`config.mk`:
```
export PLATFORM = sky130hd
export DESIGN_NAME = fpc_p2f
export DESIGN_NICKNAME = d
export VERILOG_FILES = /design/src/hdl/fpc_pkg.sv /design/src/hdl/fpc_p2f.sv
export SDC_FILE = /design/constraint.sdc
export NUM_CORES = 1
export LEC_CHECK = 0
export BUFFER_PORTS_ARGS = -buffer_cell sky130_fd_sc_hd__buf_2
export CAP_MARGIN = 25
export CORE_UTILIZATION = 40
export DETAILED_ROUTE_END_ITERATION = 10
export GPL_TIMING_DRIVEN = 0
export PLACE_DENSITY = 0.56
export SKIP_CTS_REPAIR_TIMING = 1
export SLEW_MARGIN = 15
export SYNTH_ARGS = -nofsm -noshare
export SYNTH_HDL_FRONTEND = slang
export SYNTH_SLANG_ARGS = --single-unit
export TNS_END_PERCENT = 50
```
`constraint.sdc`:
```
create_clock -name clk -period 5.18 [get_ports clk]
set_clock_uncertainty 0.2 [all_clocks]
set_input_delay 0.518 -clock clk [delete_from_list [all_inputs] [get_ports clk]]
set_output_delay 0.518 -clock clk [all_outputs]
set_load 0.05 [all_outputs]
```
`src/hdl/fpc_pkg.sv`:
```
// Shared constants, types and rounding functions for the float/PCM sample converter.
package fpc_pkg;

    localparam logic KIND_F2P = 1'b0;
    localparam logic KIND_P2F = 1'b1;

    // Pipeline depth of each conversion path, and of the whole block.
    localparam int PATH_STAGES = 6;
    localparam int LATENCY     = PATH_STAGES + 1;

    localparam logic [23:0] PCM_MIN   = 24'h800000;
    localparam logic [23:0] MINUS_ONE = 24'hFFFFFF;
    localparam logic [23:0] MINUS_TWO = 24'hFFFFFE;
    // Significand of 8388607.5 and of the float32 value of 1 / 8388607.5.
    localparam logic [23:0] SCALE_MANT = 24'hFFFFFF;
    localparam logic [23:0] COEF_MANT  = 24'h800001;
    // Largest significand, which just below one gives 1 - 2^-24.
    localparam logic [23:0] MANT_MAX   = 24'hFFFFFF;
    // One half in the Q23.23 fixed-point format of the negative path.
    localparam logic [46:0] HALF_Q23   = 47'h400000;
    // Smallest significand at or above 1.5, for the threshold 3 * 2^-26.
    localparam logic [23:0] MANT_1P5   = 24'hC00000;
    localparam logic [7:0]  EXP_ONE    = 8'd127;

    typedef struct packed {
        logic [1:0]  einc;
        logic [23:0] mant;
    } rnd_t;

    // Rounds a 48-bit significand product to 24 bits, nearest even.
    function automatic rnd_t norm_round(input logic [47:0] p);
        rnd_t        r;
        logic [23:0] m;
        logic        g;
        logic        st;
        logic [24:0] sum;
        if (p[47])
        begin
            m  = p[47:24];
            g  = p[23];
            st = |p[22:0];
        end
        else
        begin
            m  = p[46:23];
            g  = p[22];
            st = |p[21:0];
        end
        sum    = {1'b0, m} + {24'd0, (g && (st || m[0]))};
        r.einc = {1'b0, p[47]} + {1'b0, sum[24]};
        r.mant = sum[24] ? 24'h800000 : sum[23:0];
        return r;
    endfunction

    // Rounds a Q23.23 value of at least 1.0 to 24 significant bits, nearest even.
    function automatic logic [46:0] round24(input logic [46:0] v);
        logic [4:0]  s;
        logic [46:0] unit;
        logic [46:0] low;
        logic [46:0] keep;
        logic        g;
        logic        st;
        logic        l;
        s = '0;
        for (int i = 0; i < 24; i++)
        begin
            if (v[23 + i])
                s = 5'(i);
        end
        unit = 47'd1 << s;
        low  = unit - 47'd1;
        keep = v & ~low;
        g    = |(v & (unit >> 1));
        st   = |(v & (low >> 1));
        l    = |(v & unit);
        if (g && (st || l))
            keep = keep + unit;
        return keep;
    endfunction

endpackage

```
`src/hdl/fpc_p2f.sv`:
```
// Signed 24-bit PCM to float32 conversion pipeline, six register stages.
module fpc_p2f
(
    input  logic        clk,
    input  logic        rst_n,
    input  logic        in_valid,
    input  logic [23:0] sample_in,
    output logic        out_valid,
    output logic [31:0] result
);

    logic [fpc_pkg::PATH_STAGES-1:0] v_reg;

    logic [24:0] n_ext;
    logic [24:0] n_neg;
    logic        s1_sign_reg;
    logic [23:0] s1_mag_reg;

    logic [4:0]  lead_q;
    logic        s2_sign_reg;
    logic [4:0]  s2_q_reg;
    logic [23:0] s2_mant_reg;

    logic        s3_sign_reg;
    logic [4:0]  s3_q_reg;
    logic [47:0] s3_prod_reg;

    fpc_pkg::rnd_t rnd4;
    logic [7:0]    exp4;
    logic          over4;
    logic [31:0]   s4_res_reg;
    logic [31:0]   s5_res_reg;
    logic [31:0]   s6_res_reg;

    // The sample plus one half is the odd integer 2i+1 times one half.
    assign n_ext = {sample_in, 1'b1};
    assign n_neg = ~n_ext + 25'd1;

    always_comb
    begin
        lead_q = '0;
        for (int i = 0; i < 24; i++)
        begin
            if (s1_mag_reg[i])
                lead_q = 5'(i);
        end
    end

    assign rnd4  = fpc_pkg::norm_round(s3_prod_reg);
    assign exp4  = {3'd0, s3_q_reg} + 8'd103 + {6'd0, rnd4.einc};
    assign over4 = (exp4 > fpc_pkg::EXP_ONE) ||
                   (exp4 == fpc_pkg::EXP_ONE && rnd4.mant[22:0] != 23'd0);

    always_ff @(posedge clk or negedge rst_n)
    begin
        if (!rst_n)
            v_reg <= '0;
        else
            v_reg <= {v_reg[fpc_pkg::PATH_STAGES-2:0], in_valid};
    end

    always_ff @(posedge clk)
    begin
        s1_sign_reg <= sample_in[23];
        s1_mag_reg  <= sample_in[23] ? n_neg[23:0] : n_ext[23:0];

        s2_sign_reg <= s1_sign_reg;
        s2_q_reg    <= lead_q;
        s2_mant_reg <= s1_mag_reg << (5'd23 - lead_q);

        s3_sign_reg <= s2_sign_reg;
        s3_q_reg    <= s2_q_reg;
        s3_prod_reg <= s2_mant_reg * fpc_pkg::COEF_MANT;

        s4_res_reg <= over4 ? {s3_sign_reg, fpc_pkg::EXP_ONE, 23'd0}
                            : {s3_sign_reg, exp4, rnd4.mant[22:0]};
        s5_res_reg <= s4_res_reg;
        s6_res_reg <= s5_res_reg;
    end

    assign out_valid = v_reg[fpc_pkg::PATH_STAGES-1];
    assign result    = s6_res_reg;

endmodule

```
# Word-level counts from Yosys, hierarchy flattened
# Cells that the tools add are included.
[totals]
inputBits = 27
word_cells = 60
out_inout_bits = 33
reg_bits = 211
[op_classes]
n_reduce_logical = 7
magnitude_cmp = 1
bitwise_logic = 1
muxes = 28
shifts = 1
n_mul = 1
n_addsub = 6
eq_ne = 1
[op_table]
columns = ["cell", "n"]
rows = [
  ["$mux W5", 21],
  ["$mul A24 B24 Y48 const B", 1],
  ["$mux W24", 2],
  ["$add A24 B1 Y25", 1],
  ["$add A24 B1 Y24 const B", 1],
  ["$not A24 Y24", 1],
  ["$shl A24 B5 Y24", 1],
  ["$mux W23", 1],
  ["$reduce_bool A23 Y1", 1],
  ["$reduce_or A23 Y1", 1],
  ["$reduce_or A22 Y1", 1],
  ["$add A5 B7 Y8 const B", 1],
  ["$add A8 B2 Y8", 1],
  ["$eq A8 B7 Y1 const B", 1],
  ["$gt A8 B7 Y1 const B", 1],
  ["$sub A5 B5 Y5 const A", 1],
  ["$mux W1", 3],
  ["$add A1 B1 Y2", 1],
  ["$logic_and A1 B1 Y1", 2],
  ["$logic_or A1 B1 Y1", 2],
  ["$mux W2", 1],
]

# Depth between registers and ports, before layout
# Gate-level depths: netlist of the first run.
[logic_depth]
depth_word = 25
depth_mapped = 25
mapped_depth_nobuf = 20

# Worst setup path before layout of the first run
# No wires, ideal clock.
[synth_timing]
path_type = "register -> register"
from = "register s3_prod_reg[47]"
to = "register s4_res_reg[12]"
required_ns = 4.920
n_path_buf = 6
setup_time_ns = 0.060
synth_period_minus_slack_ns = 5.314
stages_incl_launch_ff = 25
slack_ns = -0.134
arrival_ns = 5.055
cell_sequence = "dfxtp_1 -> buf_6 -> buf_6 -> buf_4 -> buf_2 -> buf_1 -> mux2_2 -> ha_1 -> nand4_1 -> nor4_4 -> and3_1 -> buf_4 -> and2_4 -> inv_4 -> ha_1 -> inv_1 -> ha_1 -> a21o_1 -> a21oi_1 -> o21ai_0 -> a2111oi_2 -> o2111ai_1 -> nor4_2 -> a31o_2 -> and3_1"
[synth_between]
elab_chain_len = 9
elab_cells_between_ends = 14
classes_between = "add/sub: 3; order compare: 1; eq/ne: 1; mux: 4; reduce/logical: 5"
[synth_lines]
columns = ["element", "line_no", "text"]
rows = [
  ["from (decl)", "fpc_p2f.sv:26", "logic [47:0] s3_prod_reg;"],
  ["from (signal assigned)", "fpc_p2f.sv:73", "s3_prod_reg <= s2_mant_reg * fpc_pkg::COEF_MANT;"],
  ["branches (longest 9 deep; another with $add A24 B1 Y25)", "-", ""],
  ["to (signal assigned)", "fpc_p2f.sv:75", "s4_res_reg <= over4 ? {s3_sign_reg, fpc_pkg::EXP_ONE, 23'd0}"],
  ["to (decl)", "fpc_p2f.sv:31", "logic [31:0] s4_res_reg;"],
]
# Parallel ways; which one is timed is not known.
# A chain may end at the register's enable or synchronous reset.

# Final worst setup path of the first run
[layout_timing]
from = "register s3_prod_reg[47]"
to = "register s4_res_reg[10]"
# The elaborated chain is that of the path after synthesis.

==> results of run 1 <==
==> routing by layer <==
metal	GRT usage (%)	vias to the layer above
met5	0	-
met4	9.363	0
met3	3.113	51
met2	31.10	134
met1	21.36	2811
li1	-	3089
==> power breakdown <==
| part | internal [mW] | leakage, nW | switching, mW |
|---|---|---|---|
| clock network | 0.895 | 0.358 | 0.638 |
| registers | 2.05 | 1.79 | 0.208 |
| logic | 0.411 | 1.81 | 0.825 |
==> worst max-delay path by stage <==
stage / startpoint / end / slack [ns] / depth (start not counted)
CTS: s3_prod_reg[47] / s4_res_reg[6] / -1.24 / 24
floorplan: s3_prod_reg[47] / s4_res_reg[12] / 0.02 / 24
detailed placement: s3_prod_reg[47] / s4_res_reg[6] / -1.24 / 24
global route: s3_prod_reg[47] / s4_res_reg[15] / -0.002 / 24
finish: s3_prod_reg[47] / s4_res_reg[10] / 0.20 / 22
global placement: s3_prod_reg[47] / s4_res_reg[12] / -1.21 / 24
==> area by class of cell <==
cell class	count	area, sq um
sequential	210	4238
inverter	28	107.6
timing repair buffer	88	578.1
clock buffer	28	604.3
multi-input combinational	528	3684
tap	265	331.6
clock inverter	13	121.4
buffer	32	175.2
fill	1899	9814
==> logic make-up (layout without fill, tap and decap cells) <==
family / count (synthesis) / in the layout
fa+ha+maj: 12 / 12
compound gates: 153 / 154
other cells: 2 / 3
mux: 51 / 51
simple gates: 246 / 246
buf+inv: 62 / 189
xor+xnor: 62 / 62
flops: 210 / 210
==> Yosys cell counts (8+ instances only) <==
cell type,count
ha_1,11
mux2_2,10
and2_1,13
nand2b_1,14
clkbuf_1,16
a21oi_1,38
nor3_1,17
a211oi_1,9
xor2_1,37
nor2_1,47
nand4_1,18
buf_2,8
nand3_1,28
and3_1,14
a31oi_1,10
dfxtp_1,204
o22ai_1,8
mux2i_1,40
nor4_1,17
inv_1,22
xnor2_1,25
o21ai_0,32
nand2_1,47
==> worst max-delay path: stages, from the launching register on <==
cell,delay (ns)
dfxtp_4,0.38
buf_12,0.16
buf_8,0.15
buf_8,0.15
mux2_2,0.25
ha_4,0.16
nand4_1,0.18
nor4_4,0.45
and3_1,0.22
buf_6,0.12
and2_4,0.15
inv_4,0.07
ha_1,0.19
inv_2,0.07
ha_1,0.22
a21o_1,0.21
a21oi_4,0.16
o21ai_4,0.09
a2111oi_4,0.37
o2111ai_2,0.19
nor4_4,0.31
a31o_1,0.32
and2_1,0.16
==> metrics by stage <==
stage | std cells | TNS [ns]
final | 1192 | 0
after floorplan | 799 | 0
after CTS | 1164 | -23.92
after detailed placement | 1123 | -24.04
after global placement | 1123 | -23.54
after global routing | 1192 | -0.001836
==> metrics, run 1 <==
Worst R2R Path Depth=22; mux cell area share after synthesis=6.615%; critical path type=reg -> reg; Ports=60; most frequent cells in the layout=dfxtp_1, buf_2, nor2_1, nand2_1, mux2i_1; post-synth top area share=50.45%; crit share post-route=96.16%; Hold Path Origin=sample_in[20]; vias=6085; Post-DP Area=8727 sq um; Die Y=144.3 um; clock buffer depth=3; Die Wd=144.3 um; dpl ws=-1.240 ns; peak supply drop=0.2623 mV; Max Transition Viols Final=0; Synth-to-Final Area Change=21.55%; critical path endpoint category=flip-flop; CP required=5.44 ns; largest family of logic cells by synthesized area=simple AND/OR/NAND/NOR gates; initial antenna violation count=0; fraction of registers with async set/reset=2.857%; 1st-iter DRT viols=414; post-route minimum period=4.981 ns; Initial Util=41.19%; RD Place Congestion=0.8610; PD cells=510.7 nW/um^2; WL per Instance=15.45 um; grt total ovfl=0; Post-synth EDFFs=0; Fin. Hold Viols=0; leakage power=3.953 nW; ant diodes=0; synth warn=0; Synth Area in Simple Gates=16.20%; clk sink count=210; share of cells above drive strength 1=16.94%; post-synthesis adder-cell area fraction=1.947%; worst setup margin=0.1989 ns; Worst Hold Path Cells=2; die area=20810 sq um; cts bufs inserted=23; WHS Endpoint=s1_mag_reg[21]; drt pass-1 iters=5; critical register-to-register path endpoint=s4_res_reg[10]; Layout Nets=950; Antenna Violating Nets Remaining=0; Clock Pin Slew Worst Setup and Hold Paths=0.06 ns; root buffer cell=clkbuf_16; post-synthesis register bit count=210; CTS tree=yes; fmax=200.8 MHz; reg2reg start=s3_prod_reg[47]; dominant cell type by area after synthesis=dfxtp_1; Util after Layout=50.06%; reg2reg setup slack=0.20 ns; post-synth cell types=71; Compound-Gate Fraction of Synth Area=12.83%; Syn Inst Count=798; total global-route track usage=18.00%; max capacitance violation total=0; DPL Wire Length=13.20 mm; FP Rows=51; register area share after synthesis=52.30%; Core Box Area=19650 sq um; pin count of the biggest net entering global routing=15; Worst Hold Class=in -> reg; status=complete, no violations; I/O Buffers=59; met3 wire length=726 um; post-synthesis xor/xnor area fraction=6.708%; Routed WL=18.42 mm; Cell Area, Synth=8095 sq um; top post-synthesis cells by area=dfxtp_1, mux2i_1, xor2_1; most common cell after layout, fill and taps aside=dfxtp_1; met2 WL=8.881 mm; WHS=0.002792 ns; max FFs per register=48; Worst EP arrival=5.24 ns; top_reg_cell synth=dfxtp_1; top layer in use=met4; DRC=0; htree depth=1; CP Max Fanout=13; Worst setup SP type=flip-flop; met1 wire length=8.099 mm; Final Power=5.025 mW; Avg Vias per Cell=5.105; vias in the first global route=5737; Mapped Avg Cell Area=10.14 sq um; fin area=9839 sq um; relative slew slack=56.66%; setup violators final=0; first-pass GRT wire length=29.21 mm; slew of the pin with the lowest slew margin=0.6502 ns; worst skew pair latency=0.51 ns
(Power assumes the default switching activity.)
==> run 2: changes to the inputs <==
--- a/config.mk
+++ b/config.mk
@@ -5,6 +5,7 @@
 export SDC_FILE = /design/constraint.sdc
 export NUM_CORES = 1
 export LEC_CHECK = 0
+export ABC_AREA = 1
 export BUFFER_PORTS_ARGS = -buffer_cell sky130_fd_sc_hd__buf_2
 export CAP_MARGIN = 25
 export CORE_UTILIZATION = 40
==> run 2 against run 1 <==
  * Synthesized cell count is 4.3% higher
  * First-iteration DRC count is 47% lower
  * Sequential power hardly changed
  * Final cell count is 1.3% lower
  * Sequential cell count stayed put
  * Register-to-register slack better by 0.15 ns
  * Combinational power is 3% lower
  * Wire length is 22% lower
  * Final area is 7.6% lower
==> metrics, run 2 <==
share of cells above drive strength 1=17.21% (+0.28 points); total global-route track usage=14.85% (-3.1 points); max FFs per register=48 (unchanged); Synth-to-Final Area Change=20.05%; Post-Layout Cell Count=1176 (-1.3%); peak supply drop=0.2422 mV (-7.7%); WHS=0.01026 ns (+0.007466 ns); Antenna Violating Nets Remaining=0 (unchanged); CTS tree=yes; initial antenna violation count=0 (unchanged); crit path buf inv count=5 (-1); slew of the pin with the lowest slew margin=0.8713 ns (+0.2211 ns); vias=5380 (-12%); max capacitance violation total=0 (unchanged); WHS Endpoint=s1_mag_reg[7]; worst setup margin=0.3528 ns (+0.1539 ns); Util after Layout=49.74% (-0.32 points); Worst EP arrival=4.99 ns (-0.25 ns); drt pass-1 iters=4 (-1); fmax=207.2 MHz (+3.2%); crit share post-route=93.19% (-3.0 points); pin count of the biggest net entering global routing=16 (+1); htree depth=1 (unchanged); CP Max Fanout=10 (-3); dpl ws=0.1561 ns (+1.396 ns); first-pass GRT wire length=23.43 mm (-20%); register area share after synthesis=55.93% (+3.6 points); reg2reg setup slack=0.35 ns (+0.15 ns); Core Box Area=18270 sq um (-7.0%); reg2reg start=s3_prod_reg[47]; die area=19480 sq um (-6.4%); Layout Nets=972 (+2.3%); Cell Area, Synth=7570 sq um (-6.5%); top cells by count, synth=dfxtp_1, nand2_1, nand3_1; fraction of registers with async set/reset=2.857% (unchanged); Die Y=139.6 um (-3.3%); Worst R2R Path Depth=28 (+27%); relative slew slack=41.52% (-15 points); CP most frequent cell=nand2_2; Worst Hold Class=in -> reg; most frequent cell after synthesis=dfxtp_1; Mapped Avg Cell Area=9.098 sq um (-10%); Initial Util=41.43% (+0.24 points); critical path endpoint category=flip-flop; DPL Wire Length=10.77 mm (-18%); Ports=60 (unchanged); family with the most delay on the worst path=simple AND/OR/NAND/NOR gates; TNS Setup=0 ns (unchanged); critical register-to-register path endpoint=s4_res_reg[18]; Post-synth EDFFs=0 (unchanged); Avg Vias per Cell=4.575 (-10%); Worst setup SP type=flip-flop; FP Rows=49 (-3.9%); ant diodes=0 (unchanged); synth warn=0 (unchanged); I/O Buffers=59 (unchanged); top post-synthesis cells by area=dfxtp_1, nand3_1, nand2_1; Routed WL=14.36 mm (-22%); RD Place Congestion=0.8887 (+3.2%); Hold Path Origin=sample_in[6]; clock buffer depth=3 (unchanged); post-synth cell types=46 (-35%); Worst Hold Path Cells=2 (unchanged); post-synth top area share=53.95% (+3.5 points); most common cell after layout, fill and taps aside=dfxtp_1; setup violators final=0 (unchanged); DRC=0 (unchanged); most frequent cells in the layout=dfxtp_1, nand2_1, nand3_1, inv_1, buf_2; Fin. Hold Viols=0 (unchanged); WL per Instance=12.21 um (-21%); dominant cell type by area after synthesis=dfxtp_1; Clock Pin Slew Worst Setup and Hold Paths=0.06 ns (about the same); root buffer cell=clkbuf_16; CP required=5.34 ns (-0.10 ns); vias in the first global route=4986 (-13%); Crit path largest cell delay=0.41 ns (-0.04 ns); post-synthesis register bit count=210 (unchanged); cts bufs inserted=21 (-8.7%); Worst path slowest cell=dfxtp_2; Syn Inst Count=832 (+4.3%); worst skew pair latency=0.48 ns (-0.03 ns); PD cells=560.3 nW/um^2 (+9.7%); top_reg_cell synth=dfxtp_1; placed insts=1121 (-0.18%); leakage power=4.153 nW (+5.1%); Max Transition Viols Final=0 (unchanged); critical path type=reg -> reg; status=complete, no violations; Die Wd=139.6 um (-3.3%); clk sink count=210 (unchanged); RSZ-0062 raised after global routing=false; 1st-iter DRT viols=218 (-47%); grt total ovfl=0 (unchanged); post-route minimum period=4.827 ns (-0.1539 ns)
[run 2: cell types whose count changed in the layout (fill, tap and decap cells not counted), sizes merged, moves of 13 or more]
cell | previous run | this run
a21oi | 38 | 6
nand3 | 28 | 121
and2 | 15 | 0
nor2 | 47 | 73
nor4 | 22 | 9
nand2b | 14 | 0
inv | 31 | 69
mux2i | 40 | 5
nand2 | 47 | 159
xnor2 | 25 | 10
and3 | 14 | 1
[run 2: worst max-delay path by stage]
| stage | start | to | slack [ns] | depth (start not counted) |
|---|---|---|---|---|
| after floorplan | s3_prod_reg[47] | s4_res_reg[18] | 0.76 | 28 |
| after global placement | s3_prod_reg[47] | s4_res_reg[18] | 0.17 | 28 |
| after detailed placement | s3_prod_reg[47] | s4_res_reg[18] | 0.16 | 28 |
| after CTS | s3_prod_reg[47] | s4_res_reg[18] | 0.15 | 28 |
| after global routing | s3_prod_reg[47] | s4_res_reg[18] | 0.03 | 28 |
| final | s3_prod_reg[47] | s4_res_reg[18] | 0.35 | 28 |
[run 2: kinds of logic (layout without fill, tap and decap cells)]
logic type	count (synthesis)	count (layout)	synth area share, %
buf+inv	95	209	5.322
simple gates	405	405	25.67
other cells	2	3	0.09921
fa+ha+maj	12	12	2.083
compound gates	46	46	3.636
mux	5	5	0.6612
flops	210	210	55.93
xor+xnor	57	57	6.595
[run 2: cell type report]
type | instances | area [sq um]
Sequential cell | 210 | 4235
Clock inverter | 12 | 200.2
Timing Repair Buffer | 77 | 465.4
Multi-Input combinational cell | 528 | 2937
Tap cell | 229 | 286.5
Buffer | 26 | 143.9
Inverter | 69 | 259.0
Fill cell | 1757 | 9183
Clock buffer | 25 | 560.5
[run 2: report_power, final]
part           switching, mW  internal [mW]  leakage, nW  total [mW]
combinational          0.847          0.351         2.00        1.20
sequential             0.172           2.10         1.79        2.28
clock                  0.592           1.03        0.371        1.62
[run 2: routing by layer]
metal,share of wire [%],track usage [%],up-vias
met5,0,0,-
met4,2.7,5.842,0
met3,3.6,2.581,25
met2,51,28.03,105
met1,43,16.45,2359
li1,-,-,2891
[run 2: per-stage QoR]
step | area [sq um] | power [mW]
floorplan | 7574 | 3.216
global placement | 8155 | 3.494
detailed placement | 8155 | 3.505
CTS | 8916 | 5.147
global route | 9087 | 5.383
finish | 9087 | 5.092
